--- config.mk ---
export PLATFORM = sky130hd
export DESIGN_NAME = abbrev_entry_parser
export DESIGN_NICKNAME = d
export VERILOG_FILES = /design/src/rtl/aep_pkg.sv /design/src/rtl/abbrev_entry_parser.sv /design/src/rtl/aep_front.sv /design/src/rtl/aep_queue.sv /design/src/rtl/aep_back.sv
export SDC_FILE = /design/constraint.sdc
export NUM_CORES = 1
export LEC_CHECK = 0
export BUFFER_PORTS_ARGS = -buffer_cell sky130_fd_sc_hd__buf_4
export CAP_MARGIN = 30
export CELL_PAD_IN_SITES_DETAIL_PLACEMENT = 0
export CELL_PAD_IN_SITES_GLOBAL_PLACEMENT = 1
export CORE_UTILIZATION = 50
export CTS_BUF_LIST = sky130_fd_sc_hd__clkbuf_4
export DETAILED_ROUTE_END_ITERATION = 6
export GPL_ROUTABILITY_DRIVEN = 0
export PLACE_DENSITY = 0.95
export SYNTH_ARGS = -nofsm -noshare
export SYNTH_HDL_FRONTEND = slang
export SYNTH_SLANG_ARGS = --single-unit
--- constraint.sdc ---
create_clock -name aclk -period 19.8 [get_ports aclk]
set_clock_uncertainty 0.2 [all_clocks]
set_input_delay 3.96 -clock aclk [delete_from_list [all_inputs] [get_ports aclk]]
set_output_delay 3.96 -clock aclk [all_outputs]
set_load 0.005 [all_outputs]
--- src/rtl/aep_pkg.sv ---
// ----------------------------------------------------------------------------
// Abbreviation entry parser package
// Shared payload types, status codes, register map and sizing constants.
// ----------------------------------------------------------------------------
package aep_pkg;

    localparam int COUNT_WIDTH_DEF = 16;
    localparam int QUEUE_DEPTH_DEF = 4;
    localparam int PADDR_W         = 4;
    localparam int PDATA_W         = 32;

    // Result status codes.
    localparam logic [1:0] ST_OK         = 2'd0;
    localparam logic [1:0] ST_END_TABLE  = 2'd1;
    localparam logic [1:0] ST_BAD_OFFSET = 2'd2;
    localparam logic [1:0] ST_NO_SECTION = 2'd3;

    // Register indexes (byte address is four times the index).
    localparam logic [1:0] REG_SECTION_PRESENT = 2'd0;
    localparam logic [1:0] REG_SECTION_SIZE    = 2'd1;
    localparam logic [1:0] REG_UNIT_BASE       = 2'd2;

    typedef struct packed {
        logic [7:0]  data_byte;
        logic        start_req;
        logic [31:0] entry_offset;
    } in_t;

    typedef struct packed {
        logic [1:0]  status;
        logic [31:0] abbrev_code;
        logic [31:0] tag_value;
        logic        child_flag;
        logic [15:0] attr_count;
        logic [15:0] attr_list_offset;
        logic [15:0] entry_length;
    } out_t;

    typedef struct packed {
        logic        section_present;
        logic [31:0] section_size;
        logic [31:0] unit_base;
    } cfg_t;

    // A classified byte as it waits in the queue. For a start byte the
    // status already says whether the request is refused or may be parsed.
    typedef struct packed {
        logic [7:0] data_byte;
        logic       start_req;
        logic [1:0] start_status;
    } q_item_t;

endpackage

--- src/rtl/abbrev_entry_parser.sv ---
// ----------------------------------------------------------------------------
// Abbreviation entry parser
// Parses abbreviation section entries from a byte stream, one result per complete entry or refused request.
// ----------------------------------------------------------------------------
// Channel   Direction  Payload   Transaction
// s_        in         in_t      one section byte, start flag and entry offset
// m_        out        out_t     one parsed entry or a refused request
// apb       in         32 bits   register write or read, no wait states
//
// One byte is taken per cycle while the queue has room; a result leaves at the
// earliest once its last byte has passed through the queue and the result register.
// The queue between the two ends holds QUEUE_DEPTH bytes, so input stalls only
// once the result register has been blocked for that many bytes.
// Reset is synchronous and clears the registers, the queue and the parse state.
// ----------------------------------------------------------------------------
module abbrev_entry_parser #(
    parameter int COUNT_WIDTH = aep_pkg::COUNT_WIDTH_DEF,
    parameter int QUEUE_DEPTH = aep_pkg::QUEUE_DEPTH_DEF
) (
    input  logic                         aclk,
    input  logic                         aresetn,
    input  logic                         s_valid,
    output logic                         s_ready,
    input  aep_pkg::in_t                 s_data,
    output logic                         m_valid,
    input  logic                         m_ready,
    output aep_pkg::out_t                m_data,
    input  logic                         psel,
    input  logic                         penable,
    input  logic                         pwrite,
    input  logic [aep_pkg::PADDR_W-1:0]  paddr,
    input  logic [aep_pkg::PDATA_W-1:0]  pwdata,
    output logic [aep_pkg::PDATA_W-1:0]  prdata,
    output logic                         pready
);
    import aep_pkg::*;

    cfg_t       cfg_reg, cfg_next;
    logic       reg_write;
    logic [1:0] reg_index;
    logic       q_full, q_push, q_pop, q_valid;
    q_item_t    push_item, head_item;

    assign pready    = 1'b1;
    assign reg_write = psel && penable && pwrite && pready;
    assign reg_index = paddr[3:2];

    always_comb begin
        cfg_next = cfg_reg;
        if (reg_write) begin
            unique case (reg_index)
                REG_SECTION_PRESENT: cfg_next.section_present = pwdata[0];
                REG_SECTION_SIZE:    cfg_next.section_size    = pwdata;
                REG_UNIT_BASE:       cfg_next.unit_base       = pwdata;
                default:             cfg_next                 = cfg_reg;
            endcase
        end
    end

    always_comb begin
        unique case (reg_index)
            REG_SECTION_PRESENT: prdata = PDATA_W'(cfg_reg.section_present);
            REG_SECTION_SIZE:    prdata = cfg_reg.section_size;
            REG_UNIT_BASE:       prdata = cfg_reg.unit_base;
            default:             prdata = '0;
        endcase
    end

    always_ff @(posedge aclk) begin
        if (!aresetn) begin
            cfg_reg <= '0;
        end else begin
            cfg_reg <= cfg_next;
        end
    end

    aep_front u_front (
        .s_valid (s_valid),
        .s_ready (s_ready),
        .s_data  (s_data),
        .cfg     (cfg_reg),
        .q_full  (q_full),
        .q_push  (q_push),
        .q_item  (push_item)
    );

    aep_queue #(
        .QUEUE_DEPTH (QUEUE_DEPTH)
    ) u_queue (
        .aclk      (aclk),
        .aresetn   (aresetn),
        .push      (q_push),
        .push_item (push_item),
        .full      (q_full),
        .pop       (q_pop),
        .not_empty (q_valid),
        .head_item (head_item)
    );

    aep_back #(
        .COUNT_WIDTH (COUNT_WIDTH)
    ) u_back (
        .aclk    (aclk),
        .aresetn (aresetn),
        .q_valid (q_valid),
        .q_item  (head_item),
        .q_pop   (q_pop),
        .m_valid (m_valid),
        .m_ready (m_ready),
        .m_data  (m_data)
    );

endmodule

--- src/rtl/aep_front.sv ---
// ----------------------------------------------------------------------------
// Abbreviation entry parser front end
// Accepts input bytes and classifies start requests against the section.
// ----------------------------------------------------------------------------
module aep_front (
    input  logic             s_valid,
    output logic             s_ready,
    input  aep_pkg::in_t     s_data,
    input  aep_pkg::cfg_t    cfg,
    input  logic             q_full,
    output logic             q_push,
    output aep_pkg::q_item_t q_item
);
    import aep_pkg::*;

    logic [32:0] entry_pos;
    logic        pos_invalid;

    // The sum is formed one bit wider so that it never wraps.
    assign entry_pos   = 33'(cfg.unit_base) + 33'(s_data.entry_offset);
    assign pos_invalid = entry_pos >= 33'(cfg.section_size);

    assign s_ready = !q_full;
    assign q_push  = s_valid && !q_full;

    always_comb begin
        q_item.data_byte = s_data.data_byte;
        q_item.start_req = s_data.start_req;
        if (!cfg.section_present) begin
            q_item.start_status = ST_NO_SECTION;
        end else if (pos_invalid) begin
            q_item.start_status = ST_BAD_OFFSET;
        end else if (s_data.data_byte == 8'd0) begin
            q_item.start_status = ST_END_TABLE;
        end else begin
            q_item.start_status = ST_OK;
        end
    end

endmodule

--- src/rtl/aep_queue.sv ---
// ----------------------------------------------------------------------------
// Abbreviation entry parser queue
// Short first-in first-out queue between the front end and the parser.
// ----------------------------------------------------------------------------
module aep_queue #(
    parameter int QUEUE_DEPTH = aep_pkg::QUEUE_DEPTH_DEF
) (
    input  logic             aclk,
    input  logic             aresetn,
    input  logic             push,
    input  aep_pkg::q_item_t push_item,
    output logic             full,
    input  logic             pop,
    output logic             not_empty,
    output aep_pkg::q_item_t head_item
);
    import aep_pkg::*;

    localparam int PTR_W = (QUEUE_DEPTH > 1) ? $clog2(QUEUE_DEPTH) : 1;
    localparam int CNT_W = $clog2(QUEUE_DEPTH + 1);

    q_item_t           slot_reg [QUEUE_DEPTH];
    logic [PTR_W-1:0]  wr_ptr_reg, wr_ptr_next;
    logic [PTR_W-1:0]  rd_ptr_reg, rd_ptr_next;
    logic [CNT_W-1:0]  fill_reg, fill_next;

    assign full      = fill_reg == CNT_W'(QUEUE_DEPTH);
    assign not_empty = fill_reg != '0;
    assign head_item = slot_reg[rd_ptr_reg];

    always_comb begin
        wr_ptr_next = wr_ptr_reg;
        rd_ptr_next = rd_ptr_reg;
        fill_next   = fill_reg;
        if (push) begin
            wr_ptr_next = (wr_ptr_reg == PTR_W'(QUEUE_DEPTH - 1)) ? '0
                                                                : wr_ptr_reg + 1'b1;
        end
        if (pop) begin
            rd_ptr_next = (rd_ptr_reg == PTR_W'(QUEUE_DEPTH - 1)) ? '0
                                                                : rd_ptr_reg + 1'b1;
        end
        if (push && !pop) begin
            fill_next = fill_reg + 1'b1;
        end else if (pop && !push) begin
            fill_next = fill_reg - 1'b1;
        end
    end

    always_ff @(posedge aclk) begin
        if (!aresetn) begin
            wr_ptr_reg <= '0;
            rd_ptr_reg <= '0;
            fill_reg   <= '0;
        end else begin
            wr_ptr_reg <= wr_ptr_next;
            rd_ptr_reg <= rd_ptr_next;
            fill_reg   <= fill_next;
        end
    end

    always_ff @(posedge aclk) begin
        if (push) begin
            slot_reg[wr_ptr_reg] <= push_item;
        end
    end

endmodule

--- src/rtl/aep_back.sv ---
// ----------------------------------------------------------------------------
// Abbreviation entry parser back end
// Decodes entries one byte per cycle while the result register is free, and holds the result for the consumer.
// ----------------------------------------------------------------------------
module aep_back #(
    parameter int COUNT_WIDTH = aep_pkg::COUNT_WIDTH_DEF
) (
    input  logic             aclk,
    input  logic             aresetn,
    input  logic             q_valid,
    input  aep_pkg::q_item_t q_item,
    output logic             q_pop,
    output logic             m_valid,
    input  logic             m_ready,
    output aep_pkg::out_t    m_data
);
    import aep_pkg::*;

    localparam logic [2:0] PH_IDLE  = 3'd0;
    localparam logic [2:0] PH_CODE  = 3'd1;
    localparam logic [2:0] PH_TAG   = 3'd2;
    localparam logic [2:0] PH_CHILD = 3'd3;
    localparam logic [2:0] PH_NAME  = 3'd4;
    localparam logic [2:0] PH_FORM  = 3'd5;

    localparam logic [5:0] SHIFT_STEP  = 6'd7;
    localparam logic [5:0] SHIFT_LIMIT = 6'd32;
    localparam logic [5:0] SHIFT_MAX   = 6'd35;

    logic [2:0]             phase_reg, phase_next;
    logic [31:0]            leb_accum_reg, leb_accum_next;
    logic [5:0]             leb_shift_reg, leb_shift_next;
    logic                   name_nonzero_reg, name_nonzero_next;
    logic [31:0]            held_code_reg, held_code_next;
    logic [31:0]            held_tag_reg, held_tag_next;
    logic                   held_children_reg, held_children_next;
    logic [COUNT_WIDTH-1:0] pair_count_reg, pair_count_next;
    logic [COUNT_WIDTH-1:0] attr_start_reg, attr_start_next;
    logic [COUNT_WIDTH-1:0] byte_count_reg, byte_count_next;
    logic                   m_valid_reg, m_valid_next;
    out_t                   m_data_reg, m_data_next;

    logic        out_free;
    logic [7:0]  b;
    logic [31:0] feed_accum;
    logic [5:0]  feed_shift;
    logic        feed_done;

    function automatic logic [COUNT_WIDTH-1:0] sat_inc(input logic [COUNT_WIDTH-1:0] v);
        return (v != '1) ? v + 1'b1 : v;
    endfunction

    function automatic logic [15:0] clamp16(input logic [COUNT_WIDTH-1:0] v);
        logic [32:0] wide;
        wide = 33'(v);
        return (wide > 33'd65535) ? 16'hFFFF : wide[15:0];
    endfunction

    // A new item can be taken whenever the result register is empty or
    // is being emptied in this cycle.
    assign out_free = !m_valid_reg || m_ready;
    assign q_pop    = q_valid && out_free;
    assign b        = q_item.data_byte;

    // One ULEB128 step: bits at position 32 and above are dropped.
    assign feed_accum = (leb_shift_reg < SHIFT_LIMIT)
                      ? leb_accum_reg | (32'(b[6:0]) << leb_shift_reg[4:0])
                      : leb_accum_reg;
    assign feed_shift = (leb_shift_reg < SHIFT_MAX) ? leb_shift_reg + SHIFT_STEP
                                                    : SHIFT_MAX;
    assign feed_done  = !b[7];

    always_comb begin
        phase_next         = phase_reg;
        leb_accum_next     = leb_accum_reg;
        leb_shift_next     = leb_shift_reg;
        name_nonzero_next  = name_nonzero_reg;
        held_code_next     = held_code_reg;
        held_tag_next      = held_tag_reg;
        held_children_next = held_children_reg;
        pair_count_next    = pair_count_reg;
        attr_start_next    = attr_start_reg;
        byte_count_next    = byte_count_reg;
        m_valid_next       = m_valid_reg && !m_ready;
        m_data_next        = m_data_reg;

        if (q_pop) begin
            if (q_item.start_req) begin
                // A start byte drops whatever entry was in progress.
                phase_next         = PH_IDLE;
                leb_accum_next     = '0;
                leb_shift_next     = '0;
                name_nonzero_next  = 1'b0;
                held_code_next     = '0;
                held_tag_next      = '0;
                held_children_next = 1'b0;
                pair_count_next    = '0;
                attr_start_next    = '0;
                byte_count_next    = '0;
                if (q_item.start_status != ST_OK) begin
                    m_valid_next       = 1'b1;
                    m_data_next        = '0;
                    m_data_next.status = q_item.start_status;
                end else begin
                    byte_count_next = COUNT_WIDTH'(1);
                    if (feed_done) begin
                        held_code_next = 32'(b[6:0]);
                        phase_next     = PH_TAG;
                    end else begin
                        leb_accum_next = 32'(b[6:0]);
                        leb_shift_next = SHIFT_STEP;
                        phase_next     = PH_CODE;
                    end
                end
            end else if (phase_reg != PH_IDLE && phase_reg <= PH_FORM) begin
                byte_count_next = sat_inc(byte_count_reg);
                if (phase_reg == PH_CHILD) begin
                    held_children_next = b == 8'd1;
                    attr_start_next    = byte_count_next;
                    phase_next         = PH_NAME;
                end else begin
                    leb_accum_next = feed_accum;
                    leb_shift_next = feed_shift;
                    if (feed_done) begin
                        leb_accum_next = '0;
                        leb_shift_next = '0;
                        unique case (phase_reg)
                            PH_CODE: begin
                                held_code_next = feed_accum;
                                phase_next     = PH_TAG;
                            end
                            PH_TAG: begin
                                held_tag_next = feed_accum;
                                phase_next    = PH_CHILD;
                            end
                            PH_NAME: begin
                                name_nonzero_next = feed_accum != '0;
                                phase_next        = PH_FORM;
                            end
                            default: begin
                                if (name_nonzero_reg && feed_accum != '0) begin
                                    pair_count_next = sat_inc(pair_count_reg);
                                    phase_next      = PH_NAME;
                                end else begin
                                    phase_next                   = PH_IDLE;
                                    m_valid_next                 = 1'b1;
                                    m_data_next.status           = ST_OK;
                                    m_data_next.abbrev_code      = held_code_reg;
                                    m_data_next.tag_value        = held_tag_reg;
                                    m_data_next.child_flag       = held_children_reg;
                                    m_data_next.attr_count       = clamp16(pair_count_reg);
                                    m_data_next.attr_list_offset = clamp16(attr_start_reg);
                                    m_data_next.entry_length     = clamp16(byte_count_next);
                                end
                            end
                        endcase
                    end
                end
            end
        end
    end

    always_ff @(posedge aclk) begin
        if (!aresetn) begin
            phase_reg         <= PH_IDLE;
            leb_accum_reg     <= '0;
            leb_shift_reg     <= '0;
            name_nonzero_reg  <= 1'b0;
            held_code_reg     <= '0;
            held_tag_reg      <= '0;
            held_children_reg <= 1'b0;
            pair_count_reg    <= '0;
            attr_start_reg    <= '0;
            byte_count_reg    <= '0;
            m_valid_reg       <= 1'b0;
        end else begin
            phase_reg         <= phase_next;
            leb_accum_reg     <= leb_accum_next;
            leb_shift_reg     <= leb_shift_next;
            name_nonzero_reg  <= name_nonzero_next;
            held_code_reg     <= held_code_next;
            held_tag_reg      <= held_tag_next;
            held_children_reg <= held_children_next;
            pair_count_reg    <= pair_count_next;
            attr_start_reg    <= attr_start_next;
            byte_count_reg    <= byte_count_next;
            m_valid_reg       <= m_valid_next;
        end
    end

    always_ff @(posedge aclk) begin
        m_data_reg <= m_data_next;
    end

    assign m_valid = m_valid_reg;
    assign m_data  = m_data_reg;

endmodule

==> impl_results.md <==
- Status: complete, but fails checks
- Failing checks: design-rule violations
- GRT Overall Usage: 0.2481
- Max Root-Sink Buffers: 3
- Final ANT Viol Nets: 0
- # hold bufs at CTS: 0
- WL final: 48450 microns
- CTS tree: done
- PwrDens: 117.9 nW/um^2
- Tmin final: 9511 ps
- Setup TNS: 0 ps
- Drt initial violations: 1326
- Die area: 38630 sq um
- Slew @ Worst Pin: 1050 ps
- Int Pwr: 1.690 mW
- WP data arrival: 5350 ps
- Die Width: 196.5 microns
- CTS Sinks: 389
- Remaining Overflow, GRT: 0
- Hpwl dp: 32550 microns
- DR vias: 16270
- Vias in the first global route: 15620
- Max reg flops: 115
- Synth Cell Area: 18920 sq um
- Number of synthesized flops with an enable pin: 159
- Layout cells sized above 1: 0.1990
- Residual DRC: 6
- Seq/Total Area, Yosys: 0.4957
- Register bit total from synthesis: 389
- Max cap viols: 0
- Inserted Clock Buffers: 99
- Total iterations of the first detailed-routing run: 7
- Combinational Power Share: 0.339
- Area Growth Syn to Fin: 18.64%
- Top post-synthesis cells by area: edfxtp_1 (25%), dfxtp_1 (24%), a21oi_1 (7.0%)
- DR vias/cell: 5.634
- Total setup buffers inserted after CTS: 0
- Core Region: 36960 sq um
- Setup Viol. Count Final: 0
- HP Class: reg -> reg
- Die Y: 196.5 microns
- Synth area leader: edfxtp_1
- Post-cts resize count: 0
- F_max: 105.1 MHz
- Largest net degree at the start of global routing: 130
- Leakage Power: 8.486 nW
- Clock share of power: 0.260
- Final hold violation count: 0
- Top_reg_cell synth: dfxtp_1
- Finished Cell Area: 22450 sq um
- Total chip power: 2.646 mW
- Global-route wire length before repair: 77780 microns
- Ys Warns: 0
- Max VDD drop: 0.08389 mV
- Avg WL per Cell: 16.78 microns
- Port Buffers: 230
- # IOs: 234
- Seq pwr share: 0.401
- Unrepaired setup endpoints after global routing: false
- Syn Inst Count: 2047
- Initial Util: 0.5119
- Critical path required time: 15640 ps
- Post-DP Area: 21100 sq um
- CTS root buffer: clkbuf_4
- Post-synth top area share: 0.2523
- Crit path kind: in -> out
- Final nets: 2457
- Sw Pwr: 956.0 uW
- Clk slew on worst S/H paths: 70 ps
- Sw Ratio: 0.3613
- Max FO, Critical Path: 33
- Async set or reset register ratio after synthesis: 0
- Syn Area/Cell: 9.244 sq um
- Yosys cell types: 89
- Crit start category: input pin
- Row count: 70
- Count of pins over their slew limit: 0
- H-tree depth: 3
- Initial antenna violation count: 1
- Dpl ws: 10350 ps
- Final Cycle Share: 0.4804
- Slew headroom: 0.2979
- Final core utilization: 0.6074
- Critical path endpoint category: primary output
- Synth Net Count: 2207
- Final worst slack: 10290 ps
- Clk Latency, worst-skew pair: 800 ps
## through the flow
step,instances,hold WS (ps)
3_5_place_dp,2698,242.0
4_1_cts,2884,252.0
2_1_floorplan,2047,227.3
6_report,2887,252.2
3_3_place_gp,2697,237.3
5_1_grt,2887,273.2
## power by group through the flow
stage	logic [mW]	clock network (mW)	registers (mW)
finish	0.897	0.689	1.06
global route	0.973	0.746	1.07
CTS	0.884	0.709	1.06
detailed placement	0.881	0	1.08
global placement	0.863	0	1.08
floorplan	0.510	0	1.10
## final cells by class
type                            instances  area [sq um]
Fill cell                            3164         14510
Timing Repair Buffer                  261          1973
Multi-Input combinational cell       1480          8901
Clock buffer                          159          1194
Sequential cell                       389          9379
Tap cell                              504         630.6
Antenna cell                            1         2.502
Inverter                               66         252.7
Clock inverter                         27         116.4
## routing by layer
| layer | track usage | up-vias | part of all wire |
|---|---|---|---|
| met5 | 0 | - | 0 |
| met4 | 0.1007 | 0 | 0.024 |
| met3 | 0.04654 | 98 | 0.075 |
| met2 | 0.3972 | 634 | 0.47 |
| met1 | 0.3312 | 7699 | 0.44 |
| li1 | - | 7834 | - |
## worst paths after layout
check / from / to / slack, ps / depth (start not counted)
max reg2reg: flip-flop / u_back.m_data[60] / 14440 / 10
min reg2reg: u_back.held_code_reg[22] / u_back.held_code_reg[22] / 250 / 2
min: u_back.held_code_reg[22] / u_back.held_code_reg[22] / 250 / 2
max: paddr[3] / prdata[10] / 10290 / 4
## cell usage after synthesis (17+ instances only)
cell,n
nor2_1,162
ha_1,74
clkbuf_1,96
nand2_1,353
a21oi_1,266
and2_1,100
o21ai_0,55
mux2i_1,18
nor2b_1,23
nand4_1,23
xor2_1,17
nor3_1,37
a22o_1,34
edfxtp_1,159
xnor2_1,27
nand3_1,41
inv_1,63
a21o_1,25
dfxtp_1,230
## kinds of logic after synthesis
logic type / Yosys count / synth area share
xor+xnor: 44 / 0.02037
flops: 389 / 0.4957
simple gates: 821 / 0.2037
other cells: 1 / 0.0001982
fa+ha+maj: 76 / 0.05105
buf+inv: 178 / 0.03683
mux: 36 / 0.02916
compound gates: 502 / 0.1631
## critical path, cell delays in order
cell and delay [ps]:
buf_4 130, nor2b_4 790, a22o_1 320, buf_4 140
## layout by cell type, fill, tap and decap left out, drive strengths merged, types with 9 or more instances in the layout
cell type  count
nand2b        10
a211oi        11
a22o          34
inv           70
nor4           9
nand4         24
a21o          25
nand3         42
xor2          17
xnor2         27
mux4          13
a21oi        266
o21ai         61
edfxtp       159
and3          15
o31ai         11
nor2         162
nor3          37
dfxtp        230
mux2i         20
nand2        353
ha            74
o21a          10
and2         101
clkbuf       160
or3           10
nor2b         23
a22oi         12
buf          260
clkinv        21
No activity file was read; power rests on OpenSTA's default activity.
